## src/hdl/point_segment_distance_3d_top_macros.svh

```systemverilog
// ----------------------------------------------------------------------------
// Assertion macros for the point-to-segment distance block.
// Each macro checks an implication on the rising edge of i_clk while the
// block is out of reset.
// ----------------------------------------------------------------------------
`ifndef POINT_SEGMENT_DISTANCE_3D_TOP_MACROS_SVH
`define POINT_SEGMENT_DISTANCE_3D_TOP_MACROS_SVH

`ifndef SYNTH

// Same-cycle implication.
`define PSD3_ASSERT_IMP(lbl, ante, cons) \
    lbl: assert property (@(posedge i_clk) disable iff (!i_rst_n) (ante) |-> (cons)) \
        else $error("psd3 assertion failed");

// Next-cycle implication.
`define PSD3_ASSERT_NXT(lbl, ante, cons) \
    lbl: assert property (@(posedge i_clk) disable iff (!i_rst_n) (ante) |=> (cons)) \
        else $error("psd3 assertion failed");

`else

`define PSD3_ASSERT_IMP(lbl, ante, cons)

`define PSD3_ASSERT_NXT(lbl, ante, cons)

`endif

`endif

```

## src/hdl/psd3_pkg.sv

```systemverilog
// ----------------------------------------------------------------------------
// psd3_pkg
// Widths, codes and the side-band word shared by the distance pipeline.
// ----------------------------------------------------------------------------
`default_nettype none

package psd3_pkg;

    // Coordinate width of every input field.
    localparam int COORD_BITS = 16;

    // Signed difference of two coordinates.
    localparam int DW  = COORD_BITS + 1;
    // Signed product of two differences.
    localparam int PW  = 2 * DW;
    // Squared segment length, sum of three squares.
    localparam int L2W = 2 * COORD_BITS + 2;
    // Signed dot product, sum of three products.
    localparam int DTW = 2 * COORD_BITS + 3;

    // Projection parameter: fraction bits, width with the integer bit.
    localparam int TFB = 16;
    localparam int TW  = TFB + 1;
    localparam logic [TW-1:0] T_ONE = TW'(1) << TFB;

    // Offset magnitude in units of 2^-TFB and its signed form.
    localparam int MW  = COORD_BITS + TFB + 1;
    localparam int DDW = MW + 1;
    // Split of the magnitude for the squaring partial products.
    localparam int SPL = (MW + 1) / 2;
    localparam int SHW = MW - SPL;
    // Square of one offset and sum of three squares.
    localparam int SQW = 2 * MW;
    localparam int SW  = SQW + 2;
    // Shift that turns the sum into 16 times the distance, squared.
    localparam int SCALE_SH = 2 * TFB - 8;
    localparam int SCW = SW - SCALE_SH;
    // Root width.
    localparam int RW  = (SCW + 1) / 2;

    // Distance field width.
    localparam int DIST_W = 21;

    // How the projection parameter is chosen.
    localparam logic [1:0] SEL_ZERO = 2'd0;
    localparam logic [1:0] SEL_ONE  = 2'd1;
    localparam logic [1:0] SEL_DIV  = 2'd2;

    // Word that rides along with the divider.
    typedef struct packed {
        logic [2:0][DW-1:0] ap;
        logic [2:0][DW-1:0] ab;
        logic               degen;
        logic [1:0]         sel;
    } t_side;

endpackage

`default_nettype wire

```

## src/hdl/psd3_div.sv

```systemverilog
// ----------------------------------------------------------------------------
// psd3_div
// Pipelined restoring divider: one quotient bit per register stage.
// ----------------------------------------------------------------------------
`default_nettype none

module psd3_div import psd3_pkg::*; (
    input  logic           i_clk,
    input  logic           i_rst_n,
    input  logic           i_valid,
    input  logic [L2W-1:0] i_num,
    input  logic [L2W-1:0] i_den,
    input  t_side          i_side,
    output logic           o_valid,
    output logic [TFB-1:0] o_quot,
    output t_side          o_side
);

    logic           r_v    [1:TFB];
    logic [L2W-1:0] r_rem  [1:TFB];
    logic [L2W-1:0] r_den  [1:TFB];
    logic [TFB-1:0] r_quot [1:TFB];
    t_side          r_side [1:TFB];

    for (genvar g = 0; g < TFB; g++) begin : g_stage
        logic           s_v;
        logic [L2W-1:0] s_rem;
        logic [L2W-1:0] s_den;
        logic [TFB-1:0] s_quot;
        t_side          s_side;
        logic [L2W:0]   w_sh;
        logic [L2W:0]   w_diff;
        logic [L2W-1:0] n_rem;
        logic [TFB-1:0] n_quot;

        // Stage input: the ports for the first stage, else the previous stage.
        if (g == 0) begin : g_in
            assign s_v    = i_valid;
            assign s_rem  = i_num;
            assign s_den  = i_den;
            assign s_quot = '0;
            assign s_side = i_side;
        end else begin : g_reg
            assign s_v    = r_v[g];
            assign s_rem  = r_rem[g];
            assign s_den  = r_den[g];
            assign s_quot = r_quot[g];
            assign s_side = r_side[g];
        end

        // Shift in one bit and subtract the divisor when it fits.
        always_comb begin
            w_sh   = {s_rem, 1'b0};
            w_diff = w_sh - {1'b0, s_den};
            if (w_sh >= {1'b0, s_den}) begin
                n_rem  = w_diff[L2W-1:0];
                n_quot = {s_quot[TFB-2:0], 1'b1};
            end else begin
                n_rem  = w_sh[L2W-1:0];
                n_quot = {s_quot[TFB-2:0], 1'b0};
            end
        end

        always_ff @(posedge i_clk) begin
            if (!i_rst_n) begin
                r_v[g+1] <= 1'b0;
            end else begin
                r_v[g+1] <= s_v;
            end
        end

        always_ff @(posedge i_clk) begin
            r_rem[g+1]  <= n_rem;
            r_den[g+1]  <= s_den;
            r_quot[g+1] <= n_quot;
            r_side[g+1] <= s_side;
        end
    end

    assign o_valid = r_v[TFB];
    assign o_quot  = r_quot[TFB];
    assign o_side  = r_side[TFB];

endmodule

`default_nettype wire

```

## config.mk

```make
export PLATFORM = sky130hd
export DESIGN_NAME = psd3_div
export DESIGN_NICKNAME = d
export VERILOG_FILES = /design/src/hdl/point_segment_distance_3d_top_macros.svh /design/src/hdl/psd3_pkg.sv /design/src/hdl/psd3_div.sv
export SDC_FILE = /design/constraint.sdc
export NUM_CORES = 2
export LEC_CHECK = 0
export BUFFER_PORTS_ARGS = -buffer_cell sky130_fd_sc_hd__buf_2
export CORE_AREA = 8 8 460 462
export DETAILED_ROUTE_END_ITERATION = 10
export DIE_AREA = 0 0 468 470
export PLACE_DENSITY = 0.6
export SETUP_SLACK_MARGIN = 0.4
export SLEW_MARGIN = 20
export SYNTH_ARGS = -nofsm -noshare
export SYNTH_HDL_FRONTEND = slang
export SYNTH_SLANG_ARGS = --single-unit
```

## constraint.sdc

```tcl
create_clock -name i_clk -period 3.77 [get_ports i_clk]
set_clock_uncertainty 0.1 [all_clocks]
set_input_delay 0.377 -clock i_clk [delete_from_list [all_inputs] [get_ports i_clk]]
set_output_delay 0.377 -clock i_clk [all_outputs]
set_load 0.01 [all_outputs]
```

After elaboration in Yosys (flattened, before gate mapping)
Memory sizes are Yosys's and may differ from the RTL's.
Cells that the tools add are included.

word-level totals
  flip-flop bits (word level) = 0
  RAM bits = 3040
  input port bits = 176
  output and inout port bits = 122
  logic and storage cells = 103
  memories kept = 5

cells by class
  add/sub/neg operators = 16
  magnitude comparators = 16
  muxes and demuxes = 50
  bitwise operators = 16

memories
  memory  depth  bits a word  read ports  clocked after memory_dff  write ports  RTL line        text
  r_side  16     105          16          0                         16           psd3_div.sv:23  t_side r_side [1:TFB];
  r_den   16     34           15          0                         16           psd3_div.sv:21  logic [L2W-1:0] r_den [1:TFB];
  r_rem   16     34           15          0                         16           psd3_div.sv:20  logic [L2W-1:0] r_rem [1:TFB];
  r_quot  16     16           16          0                         16           psd3_div.sv:22  logic [TFB-1:0] r_quot [1:TFB];
  r_v     16     1            16          0                         16           psd3_div.sv:19  logic r_v [1:TFB];

operators by type and width
  cell                                          number
  greater-or-equal comparator 35 x 34 -> 1 bit  16
  two-way mux 34 bit                            16
  subtractor 34 bit                             16
  two-way mux 1 bit                             34
  OR 1 bit                                      16

Depth between registers and ports, before layout
An unclocked memory read counts as a cell.

  word-level depth = 3
  depth in mapped cells = 15
  mapped depth without buffers = 13

Worst setup path before layout
Ideal clock, no wire load.

  path type = flip-flop to flip-flop
  start = reg, netlist name r_den[0][272]
  end = reg, netlist name r_rem[0][338]
  library setup time = 0.129 ns
  arrival = 3.003 ns
  data required time = 3.541 ns
  setup slack = 0.538 ns
  cell stages (with the launch flop) = 13
  buffers on the path = 0
  clock period less this slack = 3.232 ns
  cell sequence = dfxtp_1 inv_1 fa_1 a21o_1 a311o_1 a211oi_2 o31ai_1 a311o_1 a31oi_2 o21ai_1 a311oi_2 xor2_1 o21ai_0

==> results by group <==
Hold path
  – HP Class: in2reg

Die
  – Core area: 204000 sq um
  – Starting Density: between 40% and 50%
  – Io pins: ~300
  – Rows: between 150 and 200
  – Die W: around 470 microns
  – DIE AREA: roughly 220000 sq um
  – Die Y: about 470 microns

Clock tree
  – Clk root buf: clkbuf_16
  – TritonCTS Sinks: about 2.9k
  – Clk_lat worst skew: approximately 0.9 ns
  – CTS Buf Count: between 300 and 400
  – TritonCTS clock tree: built
  – Clock-pin slew on the worst setup and hold paths: around 0.06 ns
  – Clk buf depth: 4
  – H-tree levels: 5

Route
  – Initial DRC count: roughly 2.8k
  – Routed vias: between 50k and 60k
  – # DRC: 0
  – DR pass1 iterations: 7
  – Drt total wl: 187000 microns
  – Vias per cell: a little under 5
  – ANT nets after route: 0
  – WL/cell: around 16 microns

Job
  – Max Cap Viol: 0

Cells and area
  – Most frequent cells in the layout: 2823 x dfxtp_1, 644 x inv_1, 568 x a21oi_1
  – Fin area: between 100000 and 150000 sq um
  – Non-Filler Instances: ~12k
  – Layout cells sized above 1: 16.8%
  – Final nets: a little under 10k
  – Fillers: about 17k
  – Leading cell type in the layout, fill and taps excluded: dfxtp_1
  – Area Growth Syn to Fin: 24.1%

STA
  – Count of pins over their slew limit: 0
  – Worst-margin pin slew: around 0.71 ns
  – Setup Total Neg Slack: 0 ns
  – Unrepaired setup endpoints after global routing: true
  – Final Setup Violations: 0
  – Hold Fails Final Rpt: 0
  – Fmax: 0.278 GHz
  – Period utilization: approximately 95%
  – Min Tclk post-route: 3.60 ns
  – Slew margin rel.: slightly above 50%

Synth
  – Ys flop type: dfxtp_1
  – Post-synth top area share: a little over three fifths
  – Post-Syn Instances: 8061
  – Syn Std Cell Area: between 90000 and 100000 sq um
  – Post-synth EDFFs: 0
  – Top cells by area, synth: dfxtp_1 63%, ha_1 7.4%, a21oi_1 3.3%, inv_1 2.7%, xnor2_1 2.5%
  – Syn_nets: 8795
  – Syn avg cell area: 11.3 sq um
  – Sequential-to-total area share from yosys stat: roughly 63%
  – #FFs+latches synth: approximately 2.9k
  – FFs w/ async S/R, synth: 0%
  – Synth cell types: approximately 100
  – Top cell type by total area after synthesis: dfxtp_1
  – Total number of yosys warnings: 0

Worst setup path
  – Critical Path End Type: flop
  – Critical path's top delay family: compound AO/OA/AOI/OAI gates
  – Critical path type: reg2reg
  – Critical-path cell list: inv_1 -> ha_1 -> a211oi_1 -> o21bai_1 -> a41o_1 -> a211o_1 -> a311oi_1 -> buf_4 -> nor2_1 -> a41oi_4 -> buf_12 -> buf_12 -> mux2_2
  – WP buf/inv: 4
  – Max stage delay on crit path: ~0.39 ns
  – RR Startpoint: r_den[0][378]
  – Flop2flop setup slack: between 0.15 and 0.2 ns
  – End of the worst register-to-register path: r_rem[0][409]
  – Worst path depth: 13
  – CP max stage cell: a211oi_1
  – Critical path required time: roughly 4.5 ns
  – Crit-path max FO: 8
  – Critical Path Start: r_den[0][378]
  – Worst Path Arrival: roughly 4.3 ns
  – FF-to-FF path depth: 13
  – Setup crit end: r_rem[0][409]
  – Worst setup SP type: flop
  – Crit-path most repeated cell: buf_12

Placement
  – Post-DP HPWL: around 130000 microns
  – Placed cell count: between 10k and 15k
  – Final GP Congestion: 0.927
  – Number of port buffers: ~300
  – Placed inst area: 97000 sq um

Global route
  – Grt ovf: 0
  – Global-route usage over all layers: roughly 16%
  – Global-route wire length before repair: roughly 290000 microns
  – Largest net degree at the start of global routing: 57
  – Initial antenna violation count: 2
  – Vias in the first global route: ~60k

Power and ir drop
  – Switch share: between 30 and 40%
  – Maximum vdd drop: between 0.5 and 0.6 mV
  – Part of the power in registers: between 30 and 40%
  – Internal power: between 0.07 and 0.08 W
  – Psw: between 0.03 and 0.04 W
  – Combinational share of power: a little over a third
  – Leakage: 50.9 nW
  – Pwr per Cell Area: around 900 nW/um^2
  – Clk pwr share: about 28%

Outcome
  – Status: complete, no violations
-- sequential cells by signal, indices dropped and copies added, names as in the netlist --
name    cells
r_v        16
r_side   1680
r_rem     510
r_den     510
r_quot    136
-- worst register-to-register path: stages (launching register included) --
cell and delay, ns:
dfxtp_1 0.32, inv_1 0.04, ha_1 0.36, a211oi_1 0.39
o21bai_1 0.12, a41o_1 0.30, a211o_1 0.35, a311oi_1 0.30
buf_4 0.18, nor2_1 0.09, a41oi_4 0.33, buf_12 0.18
buf_12 0.14, mux2_2 0.34
-- routing by layer --
layer	up-vias	GRT usage (%)	wire length, microns
li1	29460	-	-
met1	26469	17.3	75300
met2	1272	29.3	94000
met3	576	3.07	6770
met4	0	8.76	11100
met5	-	0	0
-- layout make-up --
type                    count  area (sq um)  area share, %
clock buffers             423          8660           7.64
flip-flops and latches   2852         57100           50.4
multi-input cells        4398         32800           29.0
diodes                      1          2.50        0.00221
well taps                2688          3360           2.97
clock inverters            82          1060          0.935
inverters                 654          2460           2.18
repair buffers            919          7770           6.86
-- synth_stat cells (all sizes together) (72+ instances only) --
cell type     n
dfxtp      2852
inv         654
a21oi       600
ha          543
nand2       462
o21ai       412
nor2        389
a21o        277
xnor2       262
xor2        180
mux2        176
clkbuf      113
nand3        98
nor2b        82
nand4        77
o21bai       72
-- worst min path at each step --
stage | start | slack (ns) | depth (start not counted) | end
after CTS | i_den[4] | 0.003 | 2 | r_den[0][38]
final | i_den[4] | 0.09 | 2 | r_den[0][38]
after global placement | r_side[0][908] | 0.21 | 0 | r_side[0][1013]
after floorplan | r_quot[0][83] | 0.21 | 0 | r_quot[0][100]
after detailed placement | r_quot[0][115] | 0.21 | 0 | r_quot[0][132]
after global routing | i_den[4] | 0.02 | 2 | r_den[0][38]
-- through the flow --
step           util (%)  hold WS [ns]  total power (W)  worst slack [ns]
2_1_floorplan         -         0.210           0.0618             0.538
3_3_place_gp       47.5         0.209           0.0701            -0.139
3_5_place_dp       47.5         0.212           0.0705            -0.144
5_1_grt            55.5        0.0200            0.110            0.0944
6_report           55.5        0.0899            0.104             0.173
4_1_cts            54.5       0.00342            0.102             0.105
-- timing repair --
action | 4_1_cts | 5_1_grt
endpoints found under the setup margin | 317 | 397
gates cloned | 13 | 17
endpoints found under the hold margin | 190 | 0
pin swaps | 66 | 119
gates resized for setup | 183 | 284
hold buffers | 310 | 0
buffers inserted | 45 | 69
-- power groups by stage --
stage          logic [W]  clock network [W]  registers, W
5_1_grt           0.0412             0.0309        0.0382
3_3_place_gp      0.0318                  0        0.0382
2_1_floorplan     0.0245                  0        0.0373
4_1_cts           0.0346             0.0295        0.0377
6_report          0.0376             0.0286        0.0377
3_5_place_dp      0.0322                  0        0.0382
-- logic make-up after synthesis --
kind of cell	after synthesis	share of synthesized area (%)
AOI/OAI and AO/OA	1779	12.3
muxes	180	2.26
DFF	2852	62.5
and+or+nand+nor	1436	7.41
adders and majority gates	558	7.77
buffers and inverters	814	3.48
xor gates and xnor gates	442	4.24
Power figures use the tool's default switching activity.
