### src/hdl/point_segment_distance_3d_top_macros.svh
// ----------------------------------------------------------------------------
// Assertion macros for the point-to-segment distance block.
// Each macro checks an implication on the rising edge of i_clk while the
// block is out of reset.
// ----------------------------------------------------------------------------
`ifndef POINT_SEGMENT_DISTANCE_3D_TOP_MACROS_SVH
`define POINT_SEGMENT_DISTANCE_3D_TOP_MACROS_SVH

`ifndef SYNTH

// Same-cycle implication.
`define PSD3_ASSERT_IMP(lbl, ante, cons) \
    lbl: assert property (@(posedge i_clk) disable iff (!i_rst_n) (ante) |-> (cons)) \
        else $error("psd3 assertion failed");

// Next-cycle implication.
`define PSD3_ASSERT_NXT(lbl, ante, cons) \
    lbl: assert property (@(posedge i_clk) disable iff (!i_rst_n) (ante) |=> (cons)) \
        else $error("psd3 assertion failed");

`else

`define PSD3_ASSERT_IMP(lbl, ante, cons)

`define PSD3_ASSERT_NXT(lbl, ante, cons)

`endif

`endif

### src/hdl/psd3_pkg.sv
// ----------------------------------------------------------------------------
// psd3_pkg
// Widths, codes and the side-band word shared by the distance pipeline.
// ----------------------------------------------------------------------------
`default_nettype none

package psd3_pkg;

    // Coordinate width of every input field.
    localparam int COORD_BITS = 16;

    // Signed difference of two coordinates.
    localparam int DW  = COORD_BITS + 1;
    // Signed product of two differences.
    localparam int PW  = 2 * DW;
    // Squared segment length, sum of three squares.
    localparam int L2W = 2 * COORD_BITS + 2;
    // Signed dot product, sum of three products.
    localparam int DTW = 2 * COORD_BITS + 3;

    // Projection parameter: fraction bits, width with the integer bit.
    localparam int TFB = 16;
    localparam int TW  = TFB + 1;
    localparam logic [TW-1:0] T_ONE = TW'(1) << TFB;

    // Offset magnitude in units of 2^-TFB and its signed form.
    localparam int MW  = COORD_BITS + TFB + 1;
    localparam int DDW = MW + 1;
    // Split of the magnitude for the squaring partial products.
    localparam int SPL = (MW + 1) / 2;
    localparam int SHW = MW - SPL;
    // Square of one offset and sum of three squares.
    localparam int SQW = 2 * MW;
    localparam int SW  = SQW + 2;
    // Shift that turns the sum into 16 times the distance, squared.
    localparam int SCALE_SH = 2 * TFB - 8;
    localparam int SCW = SW - SCALE_SH;
    // Root width.
    localparam int RW  = (SCW + 1) / 2;

    // Distance field width.
    localparam int DIST_W = 21;

    // How the projection parameter is chosen.
    localparam logic [1:0] SEL_ZERO = 2'd0;
    localparam logic [1:0] SEL_ONE  = 2'd1;
    localparam logic [1:0] SEL_DIV  = 2'd2;

    // Word that rides along with the divider.
    typedef struct packed {
        logic [2:0][DW-1:0] ap;
        logic [2:0][DW-1:0] ab;
        logic               degen;
        logic [1:0]         sel;
    } t_side;

endpackage

`default_nettype wire

### src/hdl/psd3_sqrt.sv
// ----------------------------------------------------------------------------
// psd3_sqrt
// Pipelined integer square root, floored: one root bit per register stage.
// ----------------------------------------------------------------------------
`default_nettype none

module psd3_sqrt import psd3_pkg::*; (
    input  logic            i_clk,
    input  logic            i_rst_n,
    input  logic            i_valid,
    input  logic [2*RW-1:0] i_rad,
    input  logic            i_degen,
    output logic            o_valid,
    output logic [RW-1:0]   o_root,
    output logic            o_degen
);

    logic            r_v    [1:RW];
    logic [2*RW-1:0] r_x    [1:RW];
    logic [RW:0]     r_rem  [1:RW];
    logic [RW-1:0]   r_root [1:RW];
    logic            r_dg   [1:RW];

    for (genvar g = 0; g < RW; g++) begin : g_stage
        logic            s_v;
        logic [2*RW-1:0] s_x;
        logic [RW:0]     s_rem;
        logic [RW-1:0]   s_root;
        logic            s_dg;
        logic [RW+1:0]   w_cur;
        logic [RW+1:0]   w_trial;
        logic [RW+1:0]   w_diff;
        logic [RW:0]     n_rem;
        logic [RW-1:0]   n_root;

        // Stage input: the ports for the first stage, else the previous stage.
        if (g == 0) begin : g_in
            assign s_v    = i_valid;
            assign s_x    = i_rad;
            assign s_rem  = '0;
            assign s_root = '0;
            assign s_dg   = i_degen;
        end else begin : g_reg
            assign s_v    = r_v[g];
            assign s_x    = r_x[g];
            assign s_rem  = r_rem[g];
            assign s_root = r_root[g];
            assign s_dg   = r_dg[g];
        end

        // Bring down two radicand bits and try the next root bit.
        always_comb begin
            w_cur   = {s_rem[RW-1:0], s_x[2*RW-1 -: 2]};
            w_trial = {s_root, 2'b01};
            w_diff  = w_cur - w_trial;
            if (w_cur >= w_trial) begin
                n_rem  = w_diff[RW:0];
                n_root = {s_root[RW-2:0], 1'b1};
            end else begin
                n_rem  = w_cur[RW:0];
                n_root = {s_root[RW-2:0], 1'b0};
            end
        end

        always_ff @(posedge i_clk) begin
            if (!i_rst_n) begin
                r_v[g+1] <= 1'b0;
            end else begin
                r_v[g+1] <= s_v;
            end
        end

        always_ff @(posedge i_clk) begin
            r_x[g+1]    <= {s_x[2*RW-3:0], 2'b00};
            r_rem[g+1]  <= n_rem;
            r_root[g+1] <= n_root;
            r_dg[g+1]   <= s_dg;
        end
    end

    assign o_valid = r_v[RW];
    assign o_root  = r_root[RW];
    assign o_degen = r_dg[RW];

endmodule

`default_nettype wire

### config.mk
export PLATFORM = sky130hd
export DESIGN_NAME = psd3_sqrt
export DESIGN_NICKNAME = d
export VERILOG_FILES = /design/src/hdl/point_segment_distance_3d_top_macros.svh /design/src/hdl/psd3_pkg.sv /design/src/hdl/psd3_sqrt.sv
export SDC_FILE = /design/constraint.sdc
export NUM_CORES = 2
export LEC_CHECK = 0
export BUFFER_PORTS_ARGS = -buffer_cell sky130_fd_sc_hd__buf_2
export CAP_MARGIN = 20
export CORE_MARGIN = 5
export CORE_UTILIZATION = 56
export CTS_CLUSTER_DIAMETER = 150
export DETAILED_ROUTE_END_ITERATION = 10
export PLACE_DENSITY = 0.75
export SLEW_MARGIN = 15
export SYNTH_ARGS = -nofsm -noshare
export SYNTH_HDL_FRONTEND = slang
export SYNTH_SLANG_ARGS = --single-unit
### constraint.sdc
create_clock -name i_clk -period 2.7 [get_ports i_clk]
set_input_delay 0.54 -clock i_clk [delete_from_list [all_inputs] [get_ports i_clk]]
set_output_delay 0.54 -clock i_clk [all_outputs]
set_load 0.03 [all_outputs]
* Word level (Yosys, flattened, before mapping)
Memories as Yosys holds them, arrays and structs flattened. Index checks and enable logic that the tools add are counted.
Cells by class: mux-type cells 68, magnitude comparators 22, $add $sub $neg 22, bitwise gates (word level) 22
Operators with widths (number):
- $mux W23 | 22
- $ge A24 B24 Y1 | 21
- $sub A23 B23 Y23 | 21
- $mux W1 | 46
- $or A1 B1 Y1 | 22
- $sub A2 B1 Y3 const B | 1
- $ge A2 B1 Y1 const B | 1
Word-level totals: RAM bits 1958, logic and storage cells 139, memories kept 5, input bits 48, register bits after elaboration 0
Memory list:
- r_x | words 22, width 42, read ports 21, clocked after Yosys merged registers in 0, write ports 22, line psd3_sqrt.sv:19 | logic [2*RW-1:0] r_x [1:RW];
- r_rem | words 22, width 23, read ports 21, clocked after Yosys merged registers in 0, write ports 22, line psd3_sqrt.sv:20 | logic [RW:0] r_rem [1:RW];
- r_root | words 22, width 22, read ports 22, clocked after Yosys merged registers in 0, write ports 22, line psd3_sqrt.sv:21 | logic [RW-1:0] r_root [1:RW];
- r_dg | words 22, width 1, read ports 22, clocked after Yosys merged registers in 0, write ports 22, line psd3_sqrt.sv:22 | logic r_dg [1:RW];
- r_v | words 22, width 1, read ports 22, clocked after Yosys merged registers in 0, write ports 22, line psd3_sqrt.sv:18 | logic r_v [1:RW];

* Depth between registers and ports, before layout
An unclocked memory read counts as a cell.
depth after elaboration 3, mapped depth 13, depth with buffers taken out 11

* Least setup slack after synthesis
OpenSTA, ideal clock, no wires.
path type flip-flop to flip-flop, start point reg r_root[0][308] (netlist name), end point reg r_rem[3][90] (netlist name), cell stages (with the launch flop) 11, data arrival time 2.602 ns, data required time 2.565 ns, path slack -0.038 ns, cells stage by stage dfxtp_1 -> inv_1 -> ha_1 -> nor2b_1 -> o2111ai_1 -> and4b_1 -> a21oi_1 -> a2111oi_0 -> or3_1 -> nor4b_1 -> xor2_1

==> results.sh <==
export IMPL_grt_pass1_vias=28000
export IMPL_synthXorXnorAreaFrac_pct=6.98
export IMPL_crit_family="simple AND/OR/NAND/NOR gates"
export IMPL_dp_hpwl_mm=56.6
export IMPL_gp_congestion=0.885
export IMPL_cp_common_cell="or4_4"
export IMPL_core_area_um2=74600
export IMPL_synth_compound_area_share_pct=11.4
export IMPL_synth_largest_area_cell="dfxtp_1"
export IMPL_yosysSeqAreaShare_pct=56.6
export IMPL_fp_dieH_um=284
export IMPL_first_pass_iters=5
export IMPL_cts_buffers_inserted=112
export IMPL_rsz0062_at_grt="true"
export IMPL_path_cells="or4_4 -> or4_4 -> nor4_4 -> o211ai_1 -> or4b_4 -> nand4_4 -> nor4_2 -> xor2_1"
export IMPL_drc=0
export IMPL_drtAntennaViolNets=0
export IMPL_synth_ff_type="dfxtp_1"
export IMPL_antenna_found_initial=0
export IMPL_busiest_layer="met2"
export IMPL_synth_edff_count=0
export IMPL_layout_cells_non_filler=5493
export IMPL_cts_buffer_depth=3
export IMPL_wirelength_mm=81.2
export IMPL_max_cap_violations=0
export IMPL_grt_pass1_wl_mm=133
export IMPL_grt_met2_usage_pct=31.7
export IMPL_layout_nets=4754
export IMPL_worstPathRequired_ns=3.24
export IMPL_grt_overflow=0
export IMPL_fmax_mhz=362
export IMPL_synth_seq_cells=1193
export IMPL_rows=100
export IMPL_setup_tns_ns=-0.366
export IMPL_critPathMaxStageDelay_ns=0.57
export IMPL_grtUsageTotal_pct=19.1
export IMPL_cts_htree_levels=3
export IMPL_start_util_pct=56.6
export IMPL_ys_warn_count=0
export IMPL_finalCriticalPeriod_ns=2.76
export IMPL_synthTopCellsByArea="dfxtp_1, ha_1, xnor2_1"
export IMPL_yosysUniqueCellTypes=80
export IMPL_cts_tree="built"
export IMPL_routedWlPerCell_um=14.8
export IMPL_period_share_pct=102
export IMPL_setup_viol=15
export IMPL_hold_violations=0
export IMPL_yosysTopAreaCellShare_pct=56.6
export IMPL_power_total_uw=49400
export IMPL_ioPinCount=72
export IMPL_drt_initial_drc_count=1503
export IMPL_crit_arrival_ns=3.31
export IMPL_layout_drive_gt1_share_pct=17.1
export IMPL_ir_worst_vdd_v=0.000694
export IMPL_dr_total_vias=28500
export IMPL_via_per_inst=5.19
export IMPL_dp_cells=5207
export IMPL_syn_avg_cell_area_um2=10.5
export IMPL_yosys_area_share_simple_pct=11.9
export IMPL_setup_ws_ns=-0.0616
export IMPL_grt_max_degree=34
export IMPL_max_slew_margin_pct=47.2
export IMPL_die_area_um2=80900
export IMPL_crit_slowest_cell="or4b_4"
export IMPL_grtUsageMet1_pct=25.9
export IMPL_portBuffers=71
export IMPL_cts_clk_slew_worst_paths_ns=0.06
export IMPL_drv_slew=0
export IMPL_leakage_uw=0.0240
export IMPL_status="complete, but fails checks"
export IMPL_cp_start_kind="flop"
export IMPL_synthArstFlopShare_pct=0
export IMPL_clock_latency_ns=0.70
export IMPL_worstMarginPinSlew_ns=0.791
export IMPL_cp_end_kind="flop"
export IMPL_syn_inst=4021
export IMPL_cts_sinks=1193
export IMPL_die_width_um=284
export IMPL_muxShareOfSynthArea_pct=1.18
export IMPL_crit_buf_inv=0
export IMPL_hold_path_class="primary input to flop"
export IMPL_synth_area_um2=42200
export IMPL_antenna_cells=0
export IMPL_violations="negative setup slack"
export IMPL_synth_top_family_by_area="simple AND/OR/NAND/NOR gates"
export IMPL_synthAdderAreaFrac_pct=8.19
export IMPL_syn_num_nets=4345
export IMPL_critical_path_max_fanout=6
export IMPL_nFillCells=5461
export IMPL_clk_root_buffer_cell="clkbuf_16"
export IMPL_finClkSkew_ns=0.0595
export IMPL_critical_path_class="flop to flop"
export IMPL_syn_to_final_growth_pct=21.2
export IMPL_power_density_nw_per_um2=966
export IMPL_use_met3_pct=2.86
[kinds of logic (layout without fill, tap and decap cells)]
| logic type | after synthesis | count (layout) |
|---|---|---|
| flops | 1193 | 1193 |
| simple gates | 986 | 986 |
| compound gates | 775 | 775 |
| buf+inv | 409 | 912 |
| xor+xnor | 336 | 336 |
| fa+ha+maj | 276 | 276 |
| mux | 45 | 45 |
| other cells | 1 | 1 |
[state kept, by name (all words and copies together), names as in the netlist]
register  flops
r_x         462
r_root      253
r_dg         22
r_rem       434
r_v          22
[final cells by class]
type	count	area, um^2	share of cell area [%]
clock buffers	155	3240	6.34
well taps	969	1210	2.37
repair buffers	356	2830	5.54
flip-flops and latches	1193	23900	46.7
clock inverters	53	739	1.45
inverters	348	1310	2.56
multi-input cells	2419	17900	35.0
[synth_stat cells (10+ instances only)]
| cell type | number |
|---|---|
| a2111oi_0 | 10 |
| a211oi_1 | 15 |
| a21boi_0 | 15 |
| a21o_1 | 75 |
| a21oi_1 | 264 |
| a31o_2 | 10 |
| a31oi_1 | 21 |
| and2_1 | 37 |
| and3_1 | 19 |
| and4_1 | 12 |
| clkbuf_1 | 50 |
| dfxtp_1 | 1193 |
| ha_1 | 276 |
| inv_1 | 346 |
| mux2_2 | 37 |
| nand2_1 | 219 |
| nand2b_1 | 40 |
| nand3_1 | 73 |
| nand3b_1 | 13 |
| nand4_1 | 34 |
| nand4b_1 | 10 |
| nor2_1 | 232 |
| nor2b_1 | 47 |
| nor3_1 | 96 |
| nor4_1 | 48 |
| nor4b_1 | 10 |
| o21a_1 | 59 |
| o21ai_0 | 183 |
| o21bai_1 | 13 |
| o31ai_1 | 26 |
| or2_2 | 27 |
| or3_1 | 28 |
| or4_1 | 18 |
| xnor2_1 | 191 |
| xor2_1 | 145 |
[layer usage]
layer,vias up,share of wire (%)
met2,510,47
met4,0,2.4
met5,-,0
met1,13300,47
li1,14500,-
met3,160,3.9
[report_power, final]
group	internal [uW]	switching, uW
Combinational	5190	5300
Sequential	20700	2060
Clock	9540	6640
Total	35400	14000
[repair_timing]
item,in CTS,in global routing
setup buffers,3,27
pin swaps,9,56
cloned,0,5
hold buffers,43,0
endpoints found under the hold margin,43,0
gates resized for setup,44,223
setup endpoints to repair,98,273
[path summary, 6_finish.rpt]
| kind | startpoint | endpoint | slack [ns] | cells past startpoint |
|---|---|---|---|---|
| max | r_rem[1][12]$_DFF_P_ | r_rem[1][44]$_DFF_P_ | -0.06 | 8 |
| min | i_rad[42] | r_rem[0][23]$_DFF_P_ | 0.05 | 2 |
| max reg2reg | r_rem[1][12]$_DFF_P_ | r_rem[1][44]$_DFF_P_ | -0.06 | 8 |
| min reg2reg | r_x[0][69]$_DFF_P_ | r_x[0][113]$_DFF_P_ | 0.31 | 0 |
[stage by stage]
step / setup WS [ns] / utilization [%] / hold WS [ns] / cell area, um^2
after CTS: -0.0162 / 66.8 / 0.00915 / 49800
after global routing: -0.118 / 68.6 / 0.0389 / 51100
final: -0.0616 / 68.6 / 0.0539 / 51100
after detailed placement: -0.164 / 60.5 / 0.312 / 45200
after floorplan: 0.00233 / - / 0.310 / 42200
after global placement: -0.146 / 60.5 / 0.309 / 45200
[placed cells by master (no fill, tap or decap), types with 59 or more instances in the layout]
cell          n
nor3_1       82
dfxtp_1    1183
o21a_1       59
inv_1       344
nand2_1     216
xnor2_1     189
xor2_1      145
ha_1        257
nand3_1      69
buf_2        71
a21o_1       75
o21ai_0     157
a21oi_1     239
nor2_1      223
buf_4       220
clkbuf_16   116
Power figures use the tool's default switching activity.
